===== src/rtl/core/dcs_pkg.sv =====
// ----------------------------------------------------------------------------
// dcs_pkg
// Shared codes and controller/datapath interface types of the dedup champion
// scorer.
// ----------------------------------------------------------------------------
package dcs_pkg;

    localparam logic [1:0] OP_APPEND = 2'd0;
    localparam logic [1:0] OP_DELETE = 2'd1;
    localparam logic [1:0] OP_WRITE  = 2'd2;
    localparam logic [1:0] OP_CHOOSE = 2'd3;

    localparam logic [1:0] STATUS_OK         = 2'd0;
    localparam logic [1:0] STATUS_TABLE_FULL = 2'd1;
    localparam logic [1:0] STATUS_LIST_FULL  = 2'd2;

    localparam logic [8:0] NO_CHAMP  = 9'd256;
    localparam logic [6:0] SCORE_MAX = 7'd127;

    // Commands from the controller to the datapath
    typedef struct packed {
        logic accept;
        logic exec_op;
        logic scan_start;
        logic key_read;
        logic scan_next;
        logic len_read;
        logic app_hit;
        logic app_new;
        logic set_table_full;
        logic set_list_full;
        logic slot_next;
        logic print_read;
        logic list_init;
        logic list_read;
        logic list_next;
        logic score_read;
        logic bump;
        logic found_set;
        logic undo_read;
        logic undo_next;
        logic undo_dec;
        logic load_out;
    } cmd_t;

    // Status from the datapath to the controller
    typedef struct packed {
        logic [1:0] op;
        logic       scan_end;
        logic       key_match;
        logic       table_full;
        logic       list_full;
        logic       list_end;
        logic       undo_end;
        logic       slot_end;
        logic       slot_found;
        logic       id_live;
        logic       id_is_prev;
    } sts_t;

endpackage


===== src/rtl/core/dcs_ctrl.sv =====
// ----------------------------------------------------------------------------
// dcs_ctrl
// Sequencer for append lookup, list walk, undo and result hand-off.
// ----------------------------------------------------------------------------
module dcs_ctrl (
    input  logic          clk,
    input  logic          rst_n,
    input  logic          in_valid,
    output logic          in_ready,
    output logic          out_valid,
    input  logic          out_ready,
    input  dcs_pkg::sts_t sts,
    output dcs_pkg::cmd_t cmd
);
    import dcs_pkg::*;

    localparam logic [3:0] S_IDLE     = 4'd0;
    localparam logic [3:0] S_EXEC     = 4'd1;
    localparam logic [3:0] S_SCAN_RD  = 4'd2;
    localparam logic [3:0] S_SCAN_CMP = 4'd3;
    localparam logic [3:0] S_LEN      = 4'd4;
    localparam logic [3:0] S_SLOT     = 4'd5;
    localparam logic [3:0] S_LIST_RD  = 4'd6;
    localparam logic [3:0] S_LIST_CHK = 4'd7;
    localparam logic [3:0] S_BUMP     = 4'd8;
    localparam logic [3:0] S_UNDO_RD  = 4'd9;
    localparam logic [3:0] S_UNDO_CHK = 4'd10;
    localparam logic [3:0] S_UNDO_DN  = 4'd11;
    localparam logic [3:0] S_FINISH   = 4'd12;

    logic [3:0] state_reg;
    logic [3:0] state_next;
    logic       out_valid_reg;
    logic       out_valid_next;

    assign in_ready  = (state_reg == S_IDLE);
    assign out_valid = out_valid_reg;

    always_comb
    begin
        cmd        = '0;
        state_next = state_reg;
        unique case (state_reg)
            S_IDLE:
            begin
                if (in_valid)
                begin
                    cmd.accept = 1'b1;
                    state_next = S_EXEC;
                end
            end
            S_EXEC:
            begin
                priority if (sts.op == OP_APPEND)
                    state_next = S_SCAN_RD;
                else if (sts.op == OP_CHOOSE)
                    state_next = S_SLOT;
                else
                begin
                    cmd.exec_op = 1'b1;
                    state_next  = S_FINISH;
                end
            end
            S_SCAN_RD:
            begin
                priority if (!sts.scan_end)
                begin
                    cmd.key_read = 1'b1;
                    state_next   = S_SCAN_CMP;
                end
                else if (sts.op == OP_CHOOSE)
                begin
                    cmd.slot_next = 1'b1;
                    state_next    = S_SLOT;
                end
                else if (sts.table_full)
                begin
                    cmd.set_table_full = 1'b1;
                    state_next         = S_FINISH;
                end
                else
                begin
                    // new hook goes to the first free entry
                    cmd.app_new = 1'b1;
                    state_next  = S_FINISH;
                end
            end
            S_SCAN_CMP:
            begin
                if (sts.key_match)
                begin
                    cmd.len_read = 1'b1;
                    state_next   = S_LEN;
                end
                else
                begin
                    cmd.scan_next = 1'b1;
                    state_next    = S_SCAN_RD;
                end
            end
            S_LEN:
            begin
                priority if (sts.op == OP_CHOOSE)
                begin
                    cmd.list_init = 1'b1;
                    state_next    = S_LIST_RD;
                end
                else if (sts.list_full)
                begin
                    cmd.set_list_full = 1'b1;
                    state_next        = S_FINISH;
                end
                else
                begin
                    cmd.app_hit = 1'b1;
                    state_next  = S_FINISH;
                end
            end
            S_SLOT:
            begin
                priority if (sts.slot_end)
                    state_next = S_FINISH;
                else if (sts.slot_found)
                    cmd.slot_next = 1'b1;
                else
                begin
                    cmd.print_read = 1'b1;
                    cmd.scan_start = 1'b1;
                    state_next     = S_SCAN_RD;
                end
            end
            S_LIST_RD:
            begin
                if (sts.list_end)
                begin
                    cmd.slot_next = 1'b1;
                    state_next    = S_SLOT;
                end
                else
                begin
                    cmd.list_read = 1'b1;
                    state_next    = S_LIST_CHK;
                end
            end
            S_LIST_CHK:
            begin
                priority if (!sts.id_live)
                begin
                    cmd.list_next = 1'b1;
                    state_next    = S_LIST_RD;
                end
                else if (sts.id_is_prev)
                begin
                    // previous champion: mark found and take back earlier bumps
                    cmd.found_set = 1'b1;
                    state_next    = S_UNDO_RD;
                end
                else
                begin
                    cmd.score_read = 1'b1;
                    state_next     = S_BUMP;
                end
            end
            S_BUMP:
            begin
                cmd.bump      = 1'b1;
                cmd.list_next = 1'b1;
                state_next    = S_LIST_RD;
            end
            S_UNDO_RD:
            begin
                if (sts.undo_end)
                begin
                    cmd.slot_next = 1'b1;
                    state_next    = S_SLOT;
                end
                else
                begin
                    cmd.undo_read = 1'b1;
                    state_next    = S_UNDO_CHK;
                end
            end
            S_UNDO_CHK:
            begin
                if (sts.id_live)
                begin
                    cmd.score_read = 1'b1;
                    state_next     = S_UNDO_DN;
                end
                else
                begin
                    cmd.undo_next = 1'b1;
                    state_next    = S_UNDO_RD;
                end
            end
            S_UNDO_DN:
            begin
                cmd.undo_dec  = 1'b1;
                cmd.undo_next = 1'b1;
                state_next    = S_UNDO_RD;
            end
            S_FINISH:
            begin
                // hold until the result register is free
                if (!out_valid_reg || out_ready)
                begin
                    cmd.load_out = 1'b1;
                    state_next   = S_IDLE;
                end
            end
            default:
                state_next = S_IDLE;
        endcase
    end

    always_comb
    begin
        priority if (cmd.load_out)
            out_valid_next = 1'b1;
        else if (out_ready)
            out_valid_next = 1'b0;
        else
            out_valid_next = out_valid_reg;
    end

    always_ff @(posedge clk or negedge rst_n)
    begin
        if (!rst_n)
        begin
            state_reg     <= S_IDLE;
            out_valid_reg <= 1'b0;
        end
        else
        begin
            state_reg     <= state_next;
            out_valid_reg <= out_valid_next;
        end
    end

endmodule


===== config.mk =====
export PLATFORM = sky130hd
export DESIGN_NAME = dcs_ctrl
export DESIGN_NICKNAME = d
export VERILOG_FILES = /design/src/rtl/core/dcs_pkg.sv /design/src/rtl/core/dcs_ctrl.sv
export SDC_FILE = /design/constraint.sdc
export NUM_CORES = 1
export LEC_CHECK = 0
export BUFFER_PORTS_ARGS = -buffer_cell sky130_fd_sc_hd__clkbuf_2
export CAP_MARGIN = 20
export CORE_MARGIN = 3
export CORE_UTILIZATION = 41
export DETAILED_ROUTE_END_ITERATION = 8
export GPL_TIMING_DRIVEN = 0
export PLACE_DENSITY_LB_ADDON = 0.12
export SLEW_MARGIN = 20
export SYNTH_ARGS = -nofsm -noshare
export SYNTH_HDL_FRONTEND = slang
export SYNTH_SLANG_ARGS = --single-unit

===== constraint.sdc =====
create_clock -name clk -period 1.45 [get_ports clk]
set_clock_uncertainty 0.2 [all_clocks]
set_input_delay 0.145 -clock clk [delete_from_list [all_inputs] [get_ports clk]]
set_output_delay 0.145 -clock clk [all_outputs]
set_load 0.03 [all_outputs]

==> metrics.txt, run 1 <==
Last stage clock tree synthesis (4_1_cts); initial core utilization 0.4498; First Error [ERROR DPL-0038] Utilization greater than 100%, impossible to legalize; Buffers on Ports 39; Setup WS pre-CTS -340.8 ps; mux contribution to synthesized area 0.01248; I/O pin total 40; htree depth 1; compound-gate portion of the synthesized area 0.2215; die height 50.23 µm; Post-Syn Area per Cell 7.098 µm²; CTS buffer count 3; simple-gate share of the synthesized area 0.4587; placed cell count 177; Yosys warning total 0; outcome stopped before the end; Yosys cell types 41; clock buffer depth 2; DP HPWL 2.112 mm; Top FF cell, synth dfrtp_1; FP Rows 15; Synth Instances 113; xor and xnor area share after synthesis 0; ys async rst share 1.000; Mapped Nets 132; clock sink count 5; number of synthesized flops with an enable pin 0; hold_buf cts 2; CTS root buf clkbuf_4; Die Span X 50.23 µm; Setup Buffers After CTS 22; area post-placement 1231 µm²; fraction of the mapped netlist area in adder cells 0.04680; sequential element share of the synthesized area 0.1560; Synth Cell Area 802.0 µm²; Resized Gates After CTS 89; register bit total from synthesis 5; Final Wtd Congestion 0.8830; main combinational cell family by area after synthesis simple AND/OR/NAND/NOR gates
cell usage after synthesis (3+ instances only):
master / n / area share
nor3_1: 9 / 0.056
a31oi_1: 3 / 0.023
nand3_1: 3 / 0.019
inv_1: 6 / 0.028
dfrtp_1: 5 / 0.16
buf_2: 7 / 0.044
nor2_1: 5 / 0.023
nor3b_1: 3 / 0.028
nand2_1: 11 / 0.051
nand2b_1: 4 / 0.031
ha_1: 3 / 0.047
and2b_1: 3 / 0.028
a21oi_1: 4 / 0.025
and3_1: 3 / 0.023
nor2b_1: 6 / 0.047
o21ai_0: 3 / 0.019
a21o_1: 3 / 0.028
nor4_1: 5 / 0.039
per-stage QoR:
stage / utilization / hold slack (ps)
detailed placement: 0.6905 / -236.9
global placement: 0.6905 / -239.3
floorplan: - / -350.6
logic make-up after synthesis:
group | Yosys count
AND/OR/NAND/NOR | 63
AO/OA/AOI/OAI | 25
buffers and inverters | 16
flip-flops | 5
adder cells (fa/ha/maj) | 3
multiplexers | 1
==> run 2: changes to the inputs <==
CORE_AREA = 3 3 64 66   (was unset)
CORE_MARGIN = unset   (was 3)
CORE_UTILIZATION = unset   (was 41)
DIE_AREA = 0 0 67 69   (was unset)
PLACE_DENSITY_LB_ADDON = 0.15   (was 0.12)
clock period = 1.89 ns   (was 1.45 ns; I/O delays follow)
==> metrics.txt, run 2 <==
Worst slew margin 0.6647; Yosys cell types 41 (unchanged); clock-pin slew on the worst setup and hold paths 30 ps; commonest cells in the netlist nand2_1, nor3_1, buf_2, inv_1, nor2b_1; FP Rows 22 (+7); most common cell after layout, fill and taps aside clkbuf_2; worst path bufs/invs 1; DP HPWL 2.243 mm (+6.2%); outcome finished clean; Fin. Hold Viols 0; Worst EP arrival 1480 ps; Clk network pwr share 0.087; CP Cell Sequence and2b_2 -> nand3b_1 -> a21o_1 -> nand3_1 -> clkbuf_4; Seq pwr share 0.106; critical path startpoint category flop; design internal power 1.127 mW; Tightest Pin Transition 490.3 ps; clock buffer depth 2 (unchanged); DR pass1 iterations 4; compound-gate portion of the synthesized area 0.2215 (unchanged); die height 69 µm (+37%); commonest cells after routing, fill and taps aside clkbuf_2, buf_4, buf_6; sequential element share of the synthesized area 0.1560 (unchanged); final design utilization 0.4001; final period utilization 0.9892; Die ar. 4623 µm²; CP Capture Type output pin; worst min path class input port to flop; total grt overflow 0; register bit total from synthesis 5 (unchanged); CP max stage delay 460 ps; fraction of the mapped netlist area in adder cells 0.04680 (unchanged); Critical Path RT 1500 ps; vias in the first global route 1022; CTS root buf clkbuf_8; gr usage total 0.1285; Synth Instances 113 (unchanged); worst vdd ir 0.7173 mV; Final Wtd Congestion 0.8860 (+0.34%); Area Growth Syn to Fin 81.28%; xor and xnor area share after synthesis 0 (unchanged); Fillers 379; Critical-path top delay cell dfrtp_2; CTS tree done; initial antenna violation count 0; global-route wire length before repair 4.843 mm; simple-gate share of the synthesized area 0.4587 (unchanged); kind of critical path flop to output pin; core footprint 3633 µm²; total number of vias 1066; routed vias/inst 4.958; Top FF cell, synth dfrtp_1; Sw Ratio 0.4890; Buffers on Ports 39 (unchanged); Post-Syn Area per Cell 7.098 µm² (unchanged); DRC Markers 0; I/O pin total 40 (unchanged); WL final 3.047 mm; RSZ-0062 raised after global routing yes; ys async rst share 1.000 (unchanged); main combinational cell family by area after synthesis simple AND/OR/NAND/NOR gates; Yosys warning total 0 (unchanged); initial core utilization 0.2207 (-0.2291); antenna diode count 0; Synth Cell Area 802.0 µm² (unchanged); Logic pwr share 0.807; Slew Viols, Final 0; nets 187; Die Span X 67 µm (+33%); later-pin clock latency in the skew report 220 ps; critical path's top delay family flip-flops; PD cells 1517 nW/µm²; Synth area leader dfrtp_1; number of synthesized flops with an enable pin 0 (unchanged); share of layout cells above drive strength 1 0.5329; top-count cell post-synth nand2_1; maximum clock rate 534.9 MHz; top post-synthesis cells by area dfrtp_1, nor3_1, nand2_1; Final min period 1870 ps; Mapped Nets 132 (unchanged); Setup violations, final 0; mux contribution to synthesized area 0.01248 (unchanged); largest net degree at the start of global routing 11; maxcap violations 0; htree depth 1 (unchanged); Leak 0.6752 nW; WL/cell 14.17 µm; post-synth top area share 0.1560 (unchanged); clock sink count 5 (unchanged); Largest register FFs 4; initial drt markers 46; Worst Path Max Fanout 7; CTS buffer count 3 (unchanged); PnR Total Power 2.205 mW; switching power 1.078 mW; Post-DRT Antenna Nets 0
run 2: cell counts after synthesis:
No cell type changed its count.
run 2: layout make-up:
type,count,area [µm²],area share
plain buffers,9,102.6,0.07057
clock buffers,4,45.04,0.03098
inverters,6,22.52,0.01549
multi-input cells,92,724.4,0.4983
flip-flops and latches,5,127.6,0.08778
well taps,48,60.06,0.04131
repair buffers,51,371.6,0.2556
run 2: kinds of logic after synthesis:
group | count (synthesis)
and+or+nand+nor | 63
buffers and inverters | 16
DFF | 5
muxes | 1
adders and majority gates | 3
AOI/OAI and AO/OA | 25
run 2: power groups by stage:
| stage | sequential (mW) | combinational, mW | clock, mW |
|---|---|---|---|
| floorplan | 0.203 | 0.939 | 0 |
| global placement | 0.196 | 1.28 | 0 |
| detailed placement | 0.199 | 1.27 | 0 |
| CTS | 0.231 | 1.48 | 0.199 |
| global route | 0.236 | 1.91 | 0.202 |
| finish | 0.233 | 1.78 | 0.193 |
run 2: layer usage:
metal	up-vias	GRT usage	wire, µm
met3	0	0.006515	170
li1	525	-	-
met5	-	0	0
met1	515	0.1718	1299
met2	26	0.2227	1577
met4	0	0.02703	0
run 2: stage by stage:
stage / hold slack, ps / cells / worst slack (ps) / TNS (ps) / area [µm²]
after global placement: -194.0 / 200 / 10.31 / 0 / 1101
after detailed placement: -193.7 / 200 / -14.14 / -14.57 / 1101
final: 65.65 / 215 / 20.46 / 0 / 1454
after CTS: 53.40 / 206 / 11.18 / 0 / 1297
after floorplan: -306.6 / 113 / -197.6 / -586.6 / 845.8
after global routing: 63.52 / 215 / -18.12 / -65.70 / 1454
run 2: path summary, 6_finish.rpt:
check	start	endpoint	slack (ps)	cells after the start
setup / recovery	state_reg[2]$_DFFE_PN0P_	cmd[11]	20	5
hold / removal	sts[2]	state_reg[1]$_DFFE_PN0P_	70	2
setup reg to reg	state_reg[3]$_DFFE_PN0P_	state_reg[1]$_DFFE_PN0P_	60	6
hold reg to reg	state_reg[1]$_DFFE_PN0P_	state_reg[2]$_DFFE_PN0P_	590	3
max in group asynchronous	rst_n	state_reg[2]$_DFFE_PN0P_	1230	2
min in group asynchronous	rst_n	out_valid$_DFFE_PN0P_	120	2
run 2: timing repair:
action                                 CTS  global route
resized for setup                       38            19
pin swaps                                0             3
hold buffers                             1             0
cloned                                   0             1
setup endpoints to repair               20            13
buffers inserted                         2             8
endpoints found under the hold margin    5             0
(Power assumes the default switching activity.)
==> run 3: changes to the inputs <==
GPL_TIMING_DRIVEN = unset   (was 0)
clock period = 1.55 ns   (was 1.89 ns; I/O delays follow)
==> metrics.txt, run 3 (same netlist as run 2, synthesis figures left out) <==
initial core utilization 0.2207 (unchanged); outcome complete, but fails checks; CTS tree done; clock buffer depth 2 (unchanged); largest net degree at the start of global routing 10 (-1); WL final 3.492 mm (+15%); nets 219 (+17%); die height 69 µm (unchanged); worst min path class input port to asynchronous set/reset pin; RR Startpoint state_reg[0]$_DFFE_PN0P_; Largest register FFs 4 (unchanged); CTS root buf clkbuf_8; PnR Total Power 3.603 mW (+63%); clock sink count 5 (unchanged); maxcap violations 0 (unchanged); Buffers on Ports 39 (unchanged); total number of vias 1213 (+14%); Die Span X 67 µm (unchanged); Area Growth Syn to Fin 148.8%; htree depth 1 (unchanged); Fin. Hold Viols 0 (unchanged); Critical Path RT 1190 ps (-310 ps); Setup violations, final 27 (+27); Worst Setup Slack, final -285.4 ps (-305.9 ps); FP Rows 22 (unchanged); critical path startpoint state_reg[0]$_DFFE_PN0P_; Leak 0.9185 nW (+36%); final period utilization 1.184; Worst Path Max Fanout 8 (+1); Worst slew margin 0.7803 (+0.1156); worst vdd ir 0.9564 mV (+33%); final design utilization 0.5492 (+0.1491); CP Capture Type output pin; most common cell after layout, fill and taps aside buf_4; global-route wire length before repair 5.754 mm (+19%); I/O pin total 40 (unchanged); clock-pin slew on the worst setup and hold paths 40 ps (about the same); Final min period 1835 ps; DR pass1 iterations 4 (unchanged); initial drt markers 48 (+4.3%); commonest cells after routing, fill and taps aside buf_4, buf_6, clkbuf_2; CTS buffer count 3 (unchanged); initial antenna violation count 0 (unchanged); Tightest Pin Transition 329.0 ps (-161.4 ps); vias in the first global route 1194 (+17%); Slew Viols, Final 0 (unchanged); critical path startpoint category flop; gr usage total 0.1543 (+0.02588); kind of critical path flop to output pin; failing checks setup timing; core footprint 3633 µm² (unchanged); Final Wtd Congestion 0.8979 (+1.3%); routed vias/inst 4.911 (-0.95%); share of layout cells above drive strength 1 0.7136 (+0.1806); DP HPWL 2.685 mm (+20%); maximum clock rate 544.8 MHz; Die ar. 4623 µm² (unchanged); later-pin clock latency in the skew report 220 ps (about the same); WL/cell 14.14 µm (-0.24%); antenna diode count 0 (unchanged); Worst EP arrival 1480 ps (about the same); DRC Markers 0 (unchanged); total grt overflow 0 (unchanged); RSZ-0062 raised after global routing yes; Post-DRT Antenna Nets 0 (unchanged); PD cells 1806 nW/µm² (+19%)
run 3: cell types whose count changed in the layout (fill, tap and decap cells not counted), sizes merged:
cell,before,now
buf,23,65
dlygate4sd3,1,2
clkbuf,40,29
run 3: area by class of cell:
cell class,instances,area [µm²]
Fill cell,348,1638
Timing Repair Buffer,92,835.8
Tap cell,48,60.06
Sequential cell,5,130.1
Clock buffer,4,45.04
Inverter,6,25.02
Multi-Input combinational cell,92,899.6
run 3: routing by layer:
| layer | up-vias | global-route usage | part of all wire |
|---|---|---|---|
| li1 | 589 | - | - |
| met1 | 589 | 0.1972 | 0.41 |
| met2 | 31 | 0.2718 | 0.55 |
| met3 | 4 | 0.01466 | 0.034 |
| met4 | 0 | 0.03604 | 0.010 |
| met5 | - | 0 | 0 |
run 3: final timing paths:
kind                       cells past startpoint                        to  slack (ps)
min in group clk                               3     out_valid$_DFFE_PN0P_         150
max in group asynchronous                      2  state_reg[1]$_DFFE_PN0P_         910
hold reg to reg                                2     out_valid$_DFFE_PN0P_         540
setup reg to reg                               5  state_reg[0]$_DFFE_PN0P_        -210
hold / removal                                 2  state_reg[2]$_DFFE_PN0P_          90
setup / recovery                               4                   cmd[18]        -290
run 3: through the flow:
stage	hold WS, ps	setup TNS (ps)	setup WS, ps	area (µm²)	std cells
floorplan	-340.6	-1740	-226.8	949.7	113
global placement	-215.3	-2572	-445.4	1393	224
detailed placement	-218.0	-2374	-260.0	1393	224
CTS	88.07	-5484	-268.1	1763	235
global route	95.98	-6971	-348.9	1996	247
finish	85.29	-5112	-285.4	1996	247
run 3: report_power, final:
group	leakage [nW]	internal [mW]	total, mW	switching, mW
registers	0.0587	0.204	0.334	0.131
clock network	0.0228	0.177	0.246	0.0691
logic	0.837	1.59	3.02	1.43
run 3: critical path: stages (launching register included):
cell and delay (ps):
dfrtp_2 490, nand2b_4 200, buf_6 120, nor4_4 260
clkbuf_8 200
run 3: timing repair:
action,CTS,global route
pin swaps,8,11
gates resized for setup,70,49
hold endpoints to repair,6,0
hold buffers,2,0
endpoints found under the setup margin,27,27
setup buffers,6,12
